## config.mk

```make
export PLATFORM = sky130hd
export DESIGN_NAME = erb_mod_unit
export DESIGN_NICKNAME = d
export VERILOG_FILES = /design/src/rtl/core/erb_pkg.sv /design/src/rtl/core/erb_mod_unit.sv
export SDC_FILE = /design/constraint.sdc
export NUM_CORES = 1
export LEC_CHECK = 0
export ABC_AREA = 1
export BUFFER_PORTS_ARGS = -buffer_cell sky130_fd_sc_hd__buf_2
export CORE_ASPECT_RATIO = 1.75
export CORE_MARGIN = 4
export CORE_UTILIZATION = 50
export DETAILED_ROUTE_END_ITERATION = 10
export HOLD_SLACK_MARGIN = 0.08
export PLACE_DENSITY = 0.8
export SYNTH_ARGS = -nofsm -noshare
export SYNTH_HDL_FRONTEND = slang
export SYNTH_SLANG_ARGS = --single-unit
```

## constraint.sdc

```tcl
create_clock -name clk_i -period 2.28 [get_ports clk_i]
set_clock_uncertainty 0.2 [all_clocks]
set_input_delay 0 -clock clk_i [delete_from_list [all_inputs] [get_ports clk_i]]
set_output_delay 0 -clock clk_i [all_outputs]
set_load 0.005 [all_outputs]
```

## src/rtl/core/erb_pkg.sv

```systemverilog
// Shared constants, types and codes of the epoch release buffer.
`default_nettype none
package erb_pkg;

  localparam int StoreDepth   = 32;
  localparam int StationBits  = 8;
  localparam int TimeBits     = 32;
  localparam int PayloadBits  = 64;
  localparam int WeekBits     = 12;
  localparam int SecQ4Bits    = 24;
  localparam int RoundSecBits = SecQ4Bits - 3;
  localparam int CfgBits      = 12;
  localparam int CfgIdxBits   = 2;
  localparam int KindBits     = 2;
  localparam int CntBits      = (StoreDepth > 2) ? $clog2(StoreDepth) : 1;
  localparam int ModCntBits   = $clog2(TimeBits);

  localparam logic [TimeBits-1:0] WeekSeconds = TimeBits'(604800);

  typedef enum logic [KindBits-1:0] {
    KIND_RELEASED = 2'd0,
    KIND_LATE     = 2'd1,
    KIND_FULL     = 2'd2
  } kind_e;

  typedef enum logic [CfgIdxBits-1:0] {
    REG_SAMPLING_RATE = 2'd0,
    REG_WAIT_SECONDS  = 2'd1,
    REG_REPORT_DROPS  = 2'd2
  } cfg_reg_e;

  typedef enum logic [1:0] {
    CELL_HOLD,
    CELL_INSERT,
    CELL_ROTATE
  } cell_op_e;

  typedef enum logic [2:0] {
    ST_IDLE,
    ST_CALC,
    ST_DECIDE,
    ST_FIND,
    ST_DIV,
    ST_EMIT,
    ST_FLUSH
  } state_e;

  typedef struct packed {
    logic [TimeBits-1:0]    etime;
    logic [StationBits-1:0] station;
    logic [PayloadBits-1:0] payload;
  } obs_t;

  typedef struct packed {
    logic valid;
    obs_t obs;
  } entry_t;

  typedef struct packed {
    kind_e                  kind;
    logic [StationBits-1:0] station;
    logic [TimeBits-1:0]    etime;
    logic [PayloadBits-1:0] payload;
    logic                   epoch_end;
    logic                   last;
  } result_t;

endpackage
`default_nettype wire

```

## src/rtl/core/erb_mod_unit.sv

```systemverilog
// Bit-serial remainder unit that tests a second for divisibility by the sampling rate.
`default_nettype none
module erb_mod_unit import erb_pkg::*; (
  input  logic                clk_i,
  input  logic                rst_ni,
  input  logic                start_i,
  input  logic [TimeBits-1:0] dividend_i,
  input  logic [CfgBits-1:0]  divisor_i,
  output logic                busy_o,
  output logic                zero_o
);

  logic                  busy_q, busy_d;
  logic [ModCntBits-1:0] cnt_q, cnt_d;
  logic [TimeBits-1:0]   dvd_q, dvd_d;
  logic [CfgBits-1:0]    div_q, div_d;
  logic [CfgBits-1:0]    rem_q, rem_d;
  logic [CfgBits:0]      trial;

  always_comb begin
    busy_d = busy_q;
    cnt_d  = cnt_q;
    dvd_d  = dvd_q;
    div_d  = div_q;
    rem_d  = rem_q;
    trial  = {rem_q, dvd_q[TimeBits-1]};
    if (start_i) begin
      busy_d = 1'b1;
      cnt_d  = '0;
      dvd_d  = dividend_i;
      div_d  = divisor_i;
      rem_d  = '0;
    end else if (busy_q) begin
      // Restoring step: the remainder stays below the divisor.
      if (trial >= {1'b0, div_q}) begin
        rem_d = CfgBits'(trial - {1'b0, div_q});
      end else begin
        rem_d = trial[CfgBits-1:0];
      end
      dvd_d = {dvd_q[TimeBits-2:0], 1'b0};
      cnt_d = cnt_q + 1'b1;
      if (cnt_q == ModCntBits'(TimeBits - 1)) begin
        busy_d = 1'b0;
      end
    end
  end

  always_ff @(posedge clk_i or negedge rst_ni) begin
    if (!rst_ni) begin
      busy_q <= 1'b0;
      cnt_q  <= '0;
    end else begin
      busy_q <= busy_d;
      cnt_q  <= cnt_d;
    end
  end

  always_ff @(posedge clk_i) begin
    dvd_q <= dvd_d;
    div_q <= div_d;
    rem_q <= rem_d;
  end

  assign busy_o = busy_q;
  assign zero_o = (rem_q == '0);

endmodule
`default_nettype wire

```

# Word level (Yosys, flattened, before mapping)
# Cells that the tools add are included.
[word_totals]
regBits = 62
input_bits = 47
out_inout_bits = 2
wordCells = 19
[classes]
addsub = 2
magnitude_cmp = 1
eq_ne = 1
mux = 8
n_reduce_logical = 2
[ops]
columns = ["cell", "n"]
rows = [
  ["2-to-1 mux 32 bit", 2],
  [">= comparator 13 x 12 -> 1 bit", 1],
  ["zero test 12 bit", 1],
  ["2-to-1 mux 12 bit", 1],
  ["subtractor 12 bit", 1],
  ["2-to-1 mux 5 bit", 2],
  ["adder 5 x 1 -> 5 bit (second input constant)", 1],
  ["== test 5 bit (second input constant)", 1],
  ["2-to-1 mux 1 bit", 3],
  ["nonzero test 2 bit", 1],
]

# Logic depth before layout (Yosys ltp)
[depth]
depth_word = 4
depth_mapped = 12
mapped_depth_nobuf = 12

# Least setup slack after synthesis
# Ideal clock, no wire load.
[synth_timing]
kind = "register to register"
start = "reg dvd_q[31]"
end = "reg rem_q[6]"
setup_ps = 113
arrival_time_ps = 1623
required_time_ps = 1967
path_slack_ps = 344
path_stages_with_launch = 13
path_buffers = 0
period_less_slack_ps = 1936
path_cell_list = "edfxtp_1 inv_1 ha_1 inv_1 fa_1 nand3_1 nand3_1 nand2_1 nand2_1 xnor2_1 nand2_1 nand3_1 nand2_1"
[synth_between]
elab_chain_cells = 2
elab_cells_between_ends = 3
classes_between = "add/sub: 1; order compare: 1; mux: 1"
[synth_lines]
columns = ["item", "line", "rtl"]
rows = [
  ["start, declared", "erb_mod_unit.sv:15", "logic [TimeBits-1:0] dvd_q, dvd_d;"],
  ["start signal, assigned", "erb_mod_unit.sv:59", "dvd_q <= dvd_d;"],
  ["subtractor 12 bit / >= comparator 13 x 12 -> 1 bit (equally long branches)", "erb_mod_unit.sv:36, erb_mod_unit.sv:35", ""],
  ["2-to-1 mux 12 bit *", "erb_mod_unit.sv:35", "if (trial >= {1'b0, div_q}) begin"],
  ["end signal, assigned", "erb_mod_unit.sv:61", "rem_q <= rem_d;"],
  ["end, declared", "erb_mod_unit.sv:17", "logic [CfgBits-1:0] rem_q, rem_d;"],
]
# Mark *: on every way between the ends. The rest lies on a longest branch, timed or not.
# A chain may end at the register's enable or synchronous reset.

# Worst setup path in the final report
# Ends and elaborated chain as after synthesis.

==> out/metrics.yaml <==
outcome:
  status: "finished, final reports clean"
worst_setup_path:
  crit_chain: "inv_1 > ha_1 > inv_1 > fa_2 > nand3_1 > nand3_2 > nand2_1 > nand2_1 > xnor2_2 > nand2_1 > nand3_1 > nand2_1"
  path_max_fanout: 4
  startpoint: "dvd_q[31]"
  crit_required_ps: 2300
  reg2reg_from: "dvd_q[31]"
  critPathBufInv: 2
  path_depth: 12
  cp_top_family: "simple AND/OR/NAND/NOR gates"
  arrival_ps: 2220
  reg2reg_depth: 12
  r2r-end: "rem_q[6]"
  crit_slowest_cell: "fa_2"
  critPathMostFrequentCell: "nand2_1"
  crit_type: "reg2reg"
  rrSetupSlack_ps: 80
  critPathCaptureType: "flop"
  cp-start-kind: "flop"
  critPathMaxStageDelay_ps: 380
yosys:
  synth.distinct_cells: 29
  synthArstFlopShare_pct: 9.68
  synthXorXnorAreaFrac_pct: 1.29
  synth_top_family_by_area: "simple AND/OR/NAND/NOR gates"
  synth_cells: 418
  ys_seq_area_share_pct: 50.3
  syn_area_mm2: 0.00340
  syn-num-nets: 480
  synth_edf_count: 44
  synth_compound_area_share_pct: 1.88
  yosys.area_share.simple_pct: 32.5
  synth-main-ff-cell: "edfxtp_1"
  yosysWarnings: 0
  synth_fa_ha_area_share_pct: 5.74
  avgSynthCellArea_um2: 8.14
  synth_seq_cells: 62
  synthMuxAreaShare_pct: 0
cts:
  cts_sinks: 62
  cts_tree: "built"
  clockRootBuffer: "clkbuf_16"
  max-clock-path-buffers: 2
  numCtsBuffers: 9
  cts.clk_slew.worst_paths_ps: 50
  post-cts-setup-buffers: 0
  worstSkewPairLatency_ps: 330
  cts.htree.levels: 3
timing:
  setup_viol: 0
  min_period_over_period_pct: 96.6
  slew_viol_final: 0
  slew_headroom_pct: 68.9
  finalHoldViolCount: 0
  tightest_slew_ps: 465
  fin_crit_ps: 2200
  rsz0062_at_grt: "no"
  fmax_mhz: 454
  setup-tns-final_ps: 0
routing:
  wire_per_inst_um: 17.4
  drt-initial-drc-count: 221
  drtPass1Iterations: 5
  wirelength_mm: 10.7
  drc_errors: 0
  ant_nets: 0
  vias_per_cell: 5.51
  vias: 3386
die:
  core_area_mm2: 0.00659
  rows: 39
  fp.dieArea_mm2: 0.00824
  fp.dieW_um: 70.4
  pin_count: 49
  start_util_pct: 51.6
  die_h_um: 117
global_routing:
  grt_max_degree: 32
  grt_pass1_vias: 3560
  grt.total_usage_pct: 27.5
  grt_pass1_wl_mm: 17.2
  grt-ovfl-total: 0
  antenna_found_initial: 0
place:
  port_buffers: 48
  placed_area_mm2: 0.00375
  hpwlAfterDp_mm: 5.59
  place_congestion: 0.982
pwr:
  ir_drop_uv: 743
  leakage_nw: 2.28
  powerDensity_mw_per_mm2: 979
worst_hold_path:
  worstHoldEndpoint: "div_q[2]"
  min_from: "divisor_i[2]"
  holdPathStages: 2
  hold_path_class: "in2reg"
final_layout:
  final_common_cell: "nand2_1"
  final_cell_mix: "nand2_1, inv_1, dlygate4sd3_1"
  final_nets: 590
  diodes: 0
  drive_above_1_share_pct: 15.9
  synthToLayoutAreaGrowth_pct: 34.2
  design_area_mm2: 0.00457
run:
  drv_cap: 0
## registers in the layout (all words and copies together), names as in the netlist
signal  count
dvd_q      32
div_q      12
rem_q      12
cnt_q       5
busy_o      1
## cells in the mapped netlist, types with 2 or more instances
master    number  area [µm²]
edfxtp_1      44        1320
xnor2_1        5        43.8
ha_1          14         175
nor2_1        16        60.1
buf_2          4        20.0
o21ai_0        2        10.0
nand2_2        3        18.8
dfrtp_1        6         150
inv_1         56         210
nand3_1       24         120
clkbuf_1       7        26.3
a21oi_1        4        20.0
nand4_1       16         100
inv_2          2        7.51
o21ai_1        2        10.0
nor3_1         8        40.0
dfxtp_1       12         240
nand3_2        6        60.1
nand2_1      177         664
## cell families after synthesis
group	Yosys count
XOR/XNOR	5
buffers and inverters	71
AND/OR/NAND/NOR	254
adder cells (fa/ha/maj)	15
AO/OA/AOI/OAI	11
flip-flops	62
## routing by layer
layer,wire length (µm),track usage (%)
met5,0,0
met4,597,16.9
met3,817,6.92
met2,5710,50.3
met1,3570,27.6
## how the worst max path moves through the flow
stage                to  slack (ps)
2_1_floorplan  rem_q[6]         340
3_3_place_gp   rem_q[6]         230
3_5_place_dp   rem_q[6]         140
4_1_cts        rem_q[6]         100
5_1_grt        rem_q[6]          30
6_report       rem_q[6]          80
## power by group
group	total, W	switching, W	internal (W)
clock network	0.00119	0.000464	0.000726
logic	0.00176	0.00109	0.000674
registers	0.00152	0.000127	0.00139
total	0.00447	0.00168	0.00279
## per-stage QoR
stage               total power [W]  instances  utilization, %  worst slack [ps]  hold WS [ps]
floorplan                   0.00274        418               -               344          -496
global placement            0.00305        544            56.9               227          -373
detailed placement          0.00309        544            56.9               138          -372
CTS                         0.00433        615            69.1               104           173
global route                0.00472        615            69.3              25.6           195
finish                      0.00447        615            69.3              77.5           183
## what timing repair did
action,in CTS,in global routing
gates resized for setup,0,3
hold endpoints to repair,54,0
setup endpoints to repair,0,1
hold buffers,55,0
## final cells by class
type,count,area (µm²)
Fill cell,444,2020
Sequential cell,62,1710
Multi-Input combinational cell,285,1420
Timing Repair Buffer,112,858
Clock buffer,13,240
Inverter,58,218
Tap cell,82,103
Clock inverter,3,12.5
(Power assumes the default switching activity.)
