### config.mk
export PLATFORM = sky130hd
export DESIGN_NAME = erb_cell
export DESIGN_NICKNAME = d
export VERILOG_FILES = /design/src/rtl/core/erb_pkg.sv /design/src/rtl/core/erb_cell.sv
export SDC_FILE = /design/constraint.sdc
export NUM_CORES = 1
export LEC_CHECK = 0
export ABC_AREA = 1
export BUFFER_PORTS_ARGS = -buffer_cell sky130_fd_sc_hd__clkbuf_2
export CORE_AREA = 8 8 118 120
export CTS_BUF_LIST = sky130_fd_sc_hd__clkbuf_2
export DETAILED_ROUTE_END_ITERATION = 7
export DIE_AREA = 0 0 126 128
export PLACE_DENSITY = 0.77
export SLEW_MARGIN = 20
export SYNTH_ARGS = -nofsm -noshare
export SYNTH_HDL_FRONTEND = slang
export SYNTH_SLANG_ARGS = --single-unit
### constraint.sdc
create_clock -name clk_i -period 0.8 [get_ports clk_i]
set_input_delay 0.16 -clock clk_i [delete_from_list [all_inputs] [get_ports clk_i]]
set_output_delay 0.16 -clock clk_i [all_outputs]
set_load 0.02 [all_outputs]
### src/rtl/core/erb_pkg.sv
// Shared constants, types and codes of the epoch release buffer.
`default_nettype none
package erb_pkg;

  localparam int StoreDepth   = 32;
  localparam int StationBits  = 8;
  localparam int TimeBits     = 32;
  localparam int PayloadBits  = 64;
  localparam int WeekBits     = 12;
  localparam int SecQ4Bits    = 24;
  localparam int RoundSecBits = SecQ4Bits - 3;
  localparam int CfgBits      = 12;
  localparam int CfgIdxBits   = 2;
  localparam int KindBits     = 2;
  localparam int CntBits      = (StoreDepth > 2) ? $clog2(StoreDepth) : 1;
  localparam int ModCntBits   = $clog2(TimeBits);

  localparam logic [TimeBits-1:0] WeekSeconds = TimeBits'(604800);

  typedef enum logic [KindBits-1:0] {
    KIND_RELEASED = 2'd0,
    KIND_LATE     = 2'd1,
    KIND_FULL     = 2'd2
  } kind_e;

  typedef enum logic [CfgIdxBits-1:0] {
    REG_SAMPLING_RATE = 2'd0,
    REG_WAIT_SECONDS  = 2'd1,
    REG_REPORT_DROPS  = 2'd2
  } cfg_reg_e;

  typedef enum logic [1:0] {
    CELL_HOLD,
    CELL_INSERT,
    CELL_ROTATE
  } cell_op_e;

  typedef enum logic [2:0] {
    ST_IDLE,
    ST_CALC,
    ST_DECIDE,
    ST_FIND,
    ST_DIV,
    ST_EMIT,
    ST_FLUSH
  } state_e;

  typedef struct packed {
    logic [TimeBits-1:0]    etime;
    logic [StationBits-1:0] station;
    logic [PayloadBits-1:0] payload;
  } obs_t;

  typedef struct packed {
    logic valid;
    obs_t obs;
  } entry_t;

  typedef struct packed {
    kind_e                  kind;
    logic [StationBits-1:0] station;
    logic [TimeBits-1:0]    etime;
    logic [PayloadBits-1:0] payload;
    logic                   epoch_end;
    logic                   last;
  } result_t;

endpackage
`default_nettype wire

### src/rtl/core/erb_cell.sv
// One storage cell of the entry chain: shifts toward the tail on insert, toward the head on rotate.
`default_nettype none
module erb_cell import erb_pkg::*; (
  input  logic     clk_i,
  input  logic     rst_ni,
  input  cell_op_e op_i,
  input  entry_t   left_i,
  input  entry_t   right_i,
  input  logic     prefix_i,
  output entry_t   entry_o,
  output logic     prefix_o
);

  logic valid_q, valid_d;
  obs_t obs_q, obs_d;

  // An insert moves the cell only when every cell ahead of it is occupied,
  // so the first hole absorbs the shift.
  always_comb begin
    valid_d = valid_q;
    obs_d   = obs_q;
    case (op_i)
      CELL_INSERT: begin
        if (prefix_i) begin
          valid_d = left_i.valid;
          obs_d   = left_i.obs;
        end
      end
      CELL_ROTATE: begin
        valid_d = right_i.valid;
        obs_d   = right_i.obs;
      end
      default: ;
    endcase
  end

  always_ff @(posedge clk_i or negedge rst_ni) begin
    if (!rst_ni) begin
      valid_q <= 1'b0;
    end else begin
      valid_q <= valid_d;
    end
  end

  always_ff @(posedge clk_i) begin
    obs_q <= obs_d;
  end

  assign entry_o  = '{valid: valid_q, obs: obs_q};
  assign prefix_o = prefix_i & valid_q;

endmodule
`default_nettype wire

==> flow_metrics.env, run 1 <==
export IMPL_io_buffers=320
export IMPL_synth_nets=680
export IMPL_cts_setup_buffers=1
export IMPL_yosysSeqAreaShare_pct=66.56
export IMPL_syn_avg_cell_area_sq_um=10.17
export IMPL_cts_made_buffers=9
export IMPL_tool_error="[ERROR RSZ-0060] Max buffer count reached."
export IMPL_die_y_um=128
export IMPL_ioPinCount=321
export IMPL_place_congestion=0.8107
export IMPL_syn_area_sq_um=4730
export IMPL_clockBufferDepth=2
export IMPL_ys_ff_latch=105
export IMPL_status="did not finish"
export IMPL_cts_htree_levels=3
export IMPL_ys_types=11
export IMPL_start_util_pct=38.74
export IMPL_ctsResizeCount=17
export IMPL_ctsHoldBuffers=188
export IMPL_ys_warn_count=0
export IMPL_lastStage="4_1_cts"
export IMPL_synthesis_instances=465
export IMPL_die_w_um=126
export IMPL_cts_root_buffer="clkbuf_2"
export IMPL_fp_row_count=41
export IMPL_hpwl_um=12380
export IMPL_cts_sinks=105
-- synth_stat cells --
cell / number / area share [%]
buf_2: 20 / 2.1
inv_1: 2 / 0.16
nand2_1: 214 / 17
buf_4: 7 / 1.1
inv_2: 1 / 0.079
dfrtp_1: 1 / 0.53
nand3_1: 107 / 11
buf_6: 5 / 1.2
nand2_4: 1 / 0.24
clkbuf_1: 3 / 0.24
edfxtp_1: 104 / 66
-- metrics by stage --
stage | std cells | utilization (%) | setup TNS [ns] | worst slack (ns) | area (sq um)
after detailed placement | 922 | 55.17 | -61.78 | -0.3377 | 6735
after global placement | 922 | 55.17 | -59.33 | -0.3249 | 6735
after floorplan | 465 | - | -56.53 | -0.4696 | 4898
-- logic make-up after synthesis --
logic type             Yosys count  synth area share [%]
buffers and inverters           38                 4.894
and+or+nand+nor                322                 28.54
DFF                            105                 66.56
==> inputs of run 2 (changes only) <==
- CORE_AREA: 8 8 118 120 -> unset
- CORE_MARGIN: unset -> 8
- CORE_UTILIZATION: unset -> 35
- CTS_BUF_LIST: sky130_fd_sc_hd__clkbuf_2 -> unset
- DIE_AREA: 0 0 126 128 -> unset
- PLACE_DENSITY: 0.77 -> unset
- PLACE_DENSITY_LB_ADDON: unset -> 0.15
==> flow_metrics.env, run 2 <==
export IMPL_ys_types=11
export IMPL_die_w_um=132.2
export IMPL_syn_area_sq_um=4730
export IMPL_yosysTopAreaCell="edfxtp_1"
export IMPL_required_ns=0.64
export IMPL_cts_sinks=105
export IMPL_synth_most_common_cell="nand2_1"
export IMPL_finalInstanceArea_sq_um=7899
export IMPL_synth_top_area_share_pct=66.03
export IMPL_num_vias=4605
export IMPL_hp_start="left_i[85]"
export IMPL_fin_nets=1018
export IMPL_worstMarginPinSlew_ns=0.3879
export IMPL_regArea_sq_um=3148
export IMPL_slew_headroom_pct=74.14
export IMPL_min_path_type="input pin to flip-flop"
export IMPL_maxCapViolCount=0
export IMPL_detail_route_antenna_nets=0
export IMPL_fillers=1179
export IMPL_grt_pass1_vias=4932
export IMPL_grt_pass1_wl_um=26200
export IMPL_dp_cells=953
export IMPL_cp_cell_sequence="nand2_1, inv_2, buf_8"
export IMPL_crit_type="flip-flop to output pin"
export IMPL_cts_tree="done"
export IMPL_min_to="entry_o[85]$_DFFE_PP_"
export IMPL_place_ws_ns=-0.4066
export IMPL_drive_gt1_share_pct=49.63
export IMPL_largest_reg_flops=104
export IMPL_place_area_sq_um=6793
export IMPL_clockBufferDepth=2
export IMPL_ioPinCount=321
export IMPL_hold_slack_ns=0.08493
export IMPL_yosysSeqAreaShare_pct=66.56
export IMPL_dr_pass1_iters=4
export IMPL_most_common_layout_cells="213 x nand2_1, 213 x clkbuf_2, 104 x edfxtp_1, 92 x buf_6, 85 x nand3_1"
export IMPL_route_detailed_drc=0
export IMPL_maxSlewViolCount=0
export IMPL_finalHoldViolations=0
export IMPL_timing_final_crit_period_ns=1.135
export IMPL_reg2reg_slack_ns=-0.03
export IMPL_cp_top_family="flip-flops"
export IMPL_layout_setup_ws_ns=-0.3348
export IMPL_place_congestion=0.8294
export IMPL_pwr_density_cell_nw_per_um2=1936
export IMPL_hpwl_um=13540
export IMPL_status="finished, violations left"
export IMPL_async_flop_share_pct=0.9524
export IMPL_clk_pin_slew_worst_paths_ns=0.07
export IMPL_ys_flop_type="edfxtp_1"
export IMPL_syn_avg_cell_area_sq_um=10.17
export IMPL_drt_iter0_drc=207
export IMPL_synthTopCellsByArea="edfxtp_1 66%, nand2_1 17%, nand3_1 11%, buf_2 2.1%, buf_6 1.2%"
export IMPL_post_drt_wl_per_cell_um=17.32
export IMPL_synth_commonest_cells="214 x nand2_1, 107 x nand3_1, 104 x edfxtp_1, 20 x buf_2, 7 x buf_4"
export IMPL_end_kind="output pin"
export IMPL_worstPathArrival_ns=0.97
export IMPL_cts_root_buffer="clkbuf_16"
export IMPL_area_growth_pct=67.01
export IMPL_start_util_pct=35.71
export IMPL_setup_violations=107
export IMPL_timing_rr_end="valid_q$_DFFE_PN0P_"
export IMPL_grt_remaining_overflow=0
export IMPL_track_usage_pct=18.91
export IMPL_dieArea_sq_um=17490
export IMPL_cts_made_buffers=9
export IMPL_rr_worst_depth=4
export IMPL_synthesis_instances=465
export IMPL_synth_edff_count=104
export IMPL_n_antenna_cell=0
export IMPL_p_leak_nw=3.884
export IMPL_fin_crit_sh_pct=141.9
export IMPL_ys_warn_count=0
export IMPL_hold_path_depth=3
export IMPL_core_area_sq_um=13240
export IMPL_cts_htree_levels=3
export IMPL_rsz0062_at_grt="true"
export IMPL_die_y_um=132.2
export IMPL_multi_input_area_sq_um=1504
export IMPL_skew_ns=0
export IMPL_reg2reg_from="valid_q$_DFFE_PN0P_"
export IMPL_cp_slowest_cell="dfrtp_1"
export IMPL_vias_per_cell=4.689
export IMPL_max_freq_mhz=881.2
export IMPL_fp_row_count=42
export IMPL_ys_ff_latch=105
export IMPL_path_buf_inv=2
export IMPL_ir_worst_vdd_uv=943.9
export IMPL_power_w=0.01529
export IMPL_drt_total_wl_um=17010
export IMPL_violations="setup timing"
export IMPL_grt_max_degree=42
export IMPL_cp_start_kind="flip-flop"
export IMPL_synth_nets=680
export IMPL_io_buffers=320
export IMPL_critPathMaxStageDelay_ns=0.39
export IMPL_crit_fanout=3
export IMPL_grt_antenna_before_repair=1
export IMPL_stdcell_count=982
export IMPL_worstSkewPairLatency_ns=0.34
-- run 2: cell counts after synthesis --
Identical to the previous run, type by type.
-- run 2: metal layers --
layer / GRT usage, % / part of all wire [%] / vias up / routed length (um)
met5: 0 / 0.076 / - / 13
li1: - / - / 2256 / -
met4: 7.003 / 2.4 / 2 / 402
met3: 6.860 / 9.2 / 27 / 1573
met1: 20.32 / 37 / 2081 / 6324
met2: 33.34 / 51 / 239 / 8696
-- run 2: tightest hold or removal path, delay by kind of cell --
kind	cells	cell delay [ns]
buf+inv	1	0.07
simple gates	2	0.08
-- run 2: worst max path at each step --
stage,cells after the start,startpoint,slack [ns],to
final,3,valid_q$_DFFE_PN0P_,-0.33,prefix_o
after detailed placement,5,op_i[0],-0.41,entry_o[77]$_DFFE_PP_
after floorplan,4,op_i[1],-0.47,entry_o[0]$_DFFE_PP_
after CTS,3,valid_q$_DFFE_PN0P_,-0.35,prefix_o
after global placement,5,op_i[0],-0.40,entry_o[77]$_DFFE_PP_
after global routing,3,valid_q$_DFFE_PN0P_,-0.40,prefix_o
-- run 2: kinds of logic (layout without fill, tap and decap cells) --
logic type / count (synthesis) / after routing / share of synthesized area [%]
and+or+nand+nor: 322 / 323 / 28.54
DFF: 105 / 105 / 66.56
buffers and inverters: 38 / 378 / 4.894
-- run 2: stage by stage --
| stage | utilization, % | setup TNS [ns] |
|---|---|---|
| 2_1_floorplan | - | -56.53 |
| 3_3_place_gp | 51.29 | -66.83 |
| 3_5_place_dp | 51.29 | -68.92 |
| 4_1_cts | 55.76 | -28.54 |
| 5_1_grt | 59.65 | -28.63 |
| 6_report | 59.65 | -24.91 |
-- run 2: layout make-up --
cell class | count | area share, %
sequential | 105 | 39.85
timing repair buffer | 361 | 34.31
clock inverter | 3 | 0.8554
inverter | 3 | 0.2059
multi-input combinational | 323 | 19.04
tap | 176 | 2.788
clock buffer | 11 | 2.946
-- run 2: report_power, final --
part | total, W | leakage, nW | internal [W] | switching (W)
sequential | 0.00704 | 0.994 | 0.00676 | 0.000280
combinational | 0.00375 | 2.75 | 0.00183 | 0.00192
clock | 0.00450 | 0.142 | 0.00271 | 0.00179
-- run 2: repair_timing --
item | in CTS | in global routing
setup buffers | 12 | 1
gates resized for setup | 21 | 289
hold buffers | 1 | 0
endpoints found under the hold margin | 1 | 0
endpoints found under the setup margin | 196 | 172
gates cloned | 4 | 0
pin swaps | 6 | 3
No activity file was read; power rests on OpenSTA's default activity.
==> inputs of run 3 (changes only) <==
- ABC_AREA: 1 -> 0
==> flow_metrics.env, run 3 <==
export IMPL_ys_flop_type="edfxtp_1"
export IMPL_ys_types=11
export IMPL_slew_headroom_pct=86.34
export IMPL_die_w_um=132.3
export IMPL_pwr_density_cell_nw_per_um2=1808
export IMPL_route_detailed_drc=0
export IMPL_worstPathArrival_ns=1.04
export IMPL_clk_pin_slew_worst_paths_ns=0.07
export IMPL_area_growth_pct=80.48
export IMPL_final_util_pct=64.54
export IMPL_syn_area_sq_um=4736
export IMPL_drt_iter0_drc=166
export IMPL_yosysSeqAreaShare_pct=66.47
export IMPL_max_freq_mhz=831.1
export IMPL_maxCapViolCount=0
export IMPL_crit_fanout=3
export IMPL_syn_avg_cell_area_sq_um=20.68
export IMPL_status="finished, violations left"
export IMPL_finalHoldViolations=0
export IMPL_n_antenna_cell=0
export IMPL_dr_pass1_iters=4
export IMPL_vias_per_cell=4.448
export IMPL_post_drt_wl_per_cell_um=20.69
export IMPL_final_common_cell="clkbuf_2"
export IMPL_detail_route_antenna_nets=0
export IMPL_top_usage_layer="met2"
export IMPL_fp_row_count=42
export IMPL_cts_root_buffer="clkbuf_16"
export IMPL_synthesis_instances=229
export IMPL_synthTopCellsByArea="edfxtp_1 66%, mux2_4 16%, mux2_2 13%, buf_12 2.5%, buf_4 0.95%"
export IMPL_drive_gt1_share_pct=81.55
export IMPL_worstSkewPairLatency_ns=0.34
export IMPL_grtUsageMet1_pct=15.76
export IMPL_p_leak_nw=3.981
export IMPL_drt_total_wl_um=16430
export IMPL_most_common_layout_cells="213 x clkbuf_2, 104 x edfxtp_1, 102 x mux2_4, 102 x buf_6, 21 x clkbuf_16"
export IMPL_ir_worst_vdd_uv=990.8
export IMPL_async_flop_share_pct=0.9524
export IMPL_dieArea_sq_um=17510
export IMPL_fillers=981
export IMPL_cts_sinks=105
export IMPL_grt_remaining_overflow=0
export IMPL_io_buffers=320
export IMPL_synth_edff_count=104
export IMPL_grt_use_met3_pct=8.537
export IMPL_ys_warn_count=0
export IMPL_skew_ns=0
export IMPL_grt_max_degree=26
export IMPL_largest_reg_flops=104
export IMPL_timing_final_crit_period_ns=1.203
export IMPL_required_ns=0.64
export IMPL_setup_violations=315
export IMPL_place_congestion=0.7504
export IMPL_yosysTopAreaCell="edfxtp_1"
export IMPL_min_path_type="input pin to flip-flop"
export IMPL_power_w=0.01545
export IMPL_rsz0062_at_grt="true"
export IMPL_finalSetupTns_ns=-70.59
export IMPL_hpwl_um=12000
export IMPL_fin_nets=828
export IMPL_use_met2_pct=28.46
export IMPL_grt_pass1_vias=3911
export IMPL_cts_htree_levels=3
export IMPL_multi_input_area_sq_um=1665
export IMPL_synth_nets=444
export IMPL_synth_commonest_cells="104 x edfxtp_1, 55 x mux2_2, 49 x mux2_4, 6 x buf_12, 6 x buf_4"
export IMPL_cts_tree="done"
export IMPL_layout_setup_ws_ns=-0.4033
export IMPL_synth_most_common_cell="edfxtp_1"
export IMPL_start_util_pct=35.76
export IMPL_crit_type="flip-flop to output pin"
export IMPL_synth_top_area_share_pct=65.94
export IMPL_ys_ff_latch=105
export IMPL_fin_crit_sh_pct=150.4
export IMPL_ioPinCount=321
export IMPL_num_vias=3532
export IMPL_clockBufferDepth=2
export IMPL_maxSlewViolCount=0
export IMPL_track_usage_pct=16.17
export IMPL_violations="setup timing"
export IMPL_worstMarginPinSlew_ns=0.2049
export IMPL_die_y_um=132.3
export IMPL_cts_made_buffers=9
export IMPL_core_area_sq_um=13240
export IMPL_hold_slack_ns=0.1156
export IMPL_cp_start_kind="flip-flop"
export IMPL_regArea_sq_um=3148
export IMPL_grt_pass1_wl_um=21710
export IMPL_grt_antenna_before_repair=0
export IMPL_end_kind="output pin"
-- run 3: cell count changes after synthesis, moves of 3 or more --
cell,delta
mux2i_1,+3
clkbuf_1,-3
buf_2,-20
mux2_2,+55
buf_6,-4
buf_12,+6
mux2_4,+49
nand2_1,-214
nand3_1,-107
-- run 3: cell type report --
type | count | area share, %
sequential | 105 | 36.83
tap | 176 | 2.576
clock inverter | 5 | 0.5416
multi-input combinational | 113 | 19.48
timing repair buffer | 384 | 37.84
clock buffer | 11 | 2.723
-- run 3: final timing paths --
kind	startpoint	endpoint	slack, ns	cells past startpoint
setup / recovery	valid_q$_DFFE_PN0P_	prefix_o	-0.40	2
hold / removal	right_i[78]	entry_o[78]$_DFFE_PP_	0.12	2
setup reg to reg	valid_q$_DFFE_PN0P_	valid_q$_DFFE_PN0P_	-0.20	4
hold reg to reg	valid_q$_DFFE_PN0P_	valid_q$_DFFE_PN0P_	0.85	4
max in group asynchronous	rst_ni	valid_q$_DFFE_PN0P_	0.54	2
min in group asynchronous	rst_ni	valid_q$_DFFE_PN0P_	0.17	2
-- run 3: repair_timing --
item,in CTS,in global routing
buffers inserted,7,10
pin swaps,2,4
hold buffers,1,0
hold endpoints to repair,1,0
cloned,4,17
gates resized for setup,22,365
endpoints found under the setup margin,314,315
-- run 3: kinds of logic (layout without fill, tap and decap cells) --
logic type,after synthesis,count (layout),synth area share (%)
buf+inv,13,400,3.725
flops,105,105,66.47
compound gates,1,3,0.1586
mux,107,107,29.25
simple gates,3,3,0.3963
-- run 3: metal layers --
| layer | vias up | wire length [um] |
|---|---|---|
| met5 | - | 0 |
| met4 | 0 | 215 |
| met3 | 11 | 1802 |
| met2 | 199 | 8682 |
| met1 | 1644 | 5730 |
| li1 | 1678 | - |
-- run 3: per-stage QoR --
stage	area, sq um	worst slack [ns]	instances
2_1_floorplan	4751	-0.9815	229
3_3_place_gp	6731	-0.5895	740
3_5_place_dp	6731	-0.6178	740
4_1_cts	7273	-0.4225	768
5_1_grt	8547	-0.4387	794
6_report	8547	-0.4033	794
-- run 3: power by group --
part	internal [W]	switching, W	total (W)
combinational	0.00247	0.00175	0.00422
clock	0.00239	0.00184	0.00423
sequential	0.00675	0.000255	0.00700
total	0.0116	0.00385	0.0155
-- run 3: worst max-delay path, cell delays in order (launching register included) --
cell,delay (ns)
dfrtp_1,0.41
and2_4,0.17
buf_8,0.12
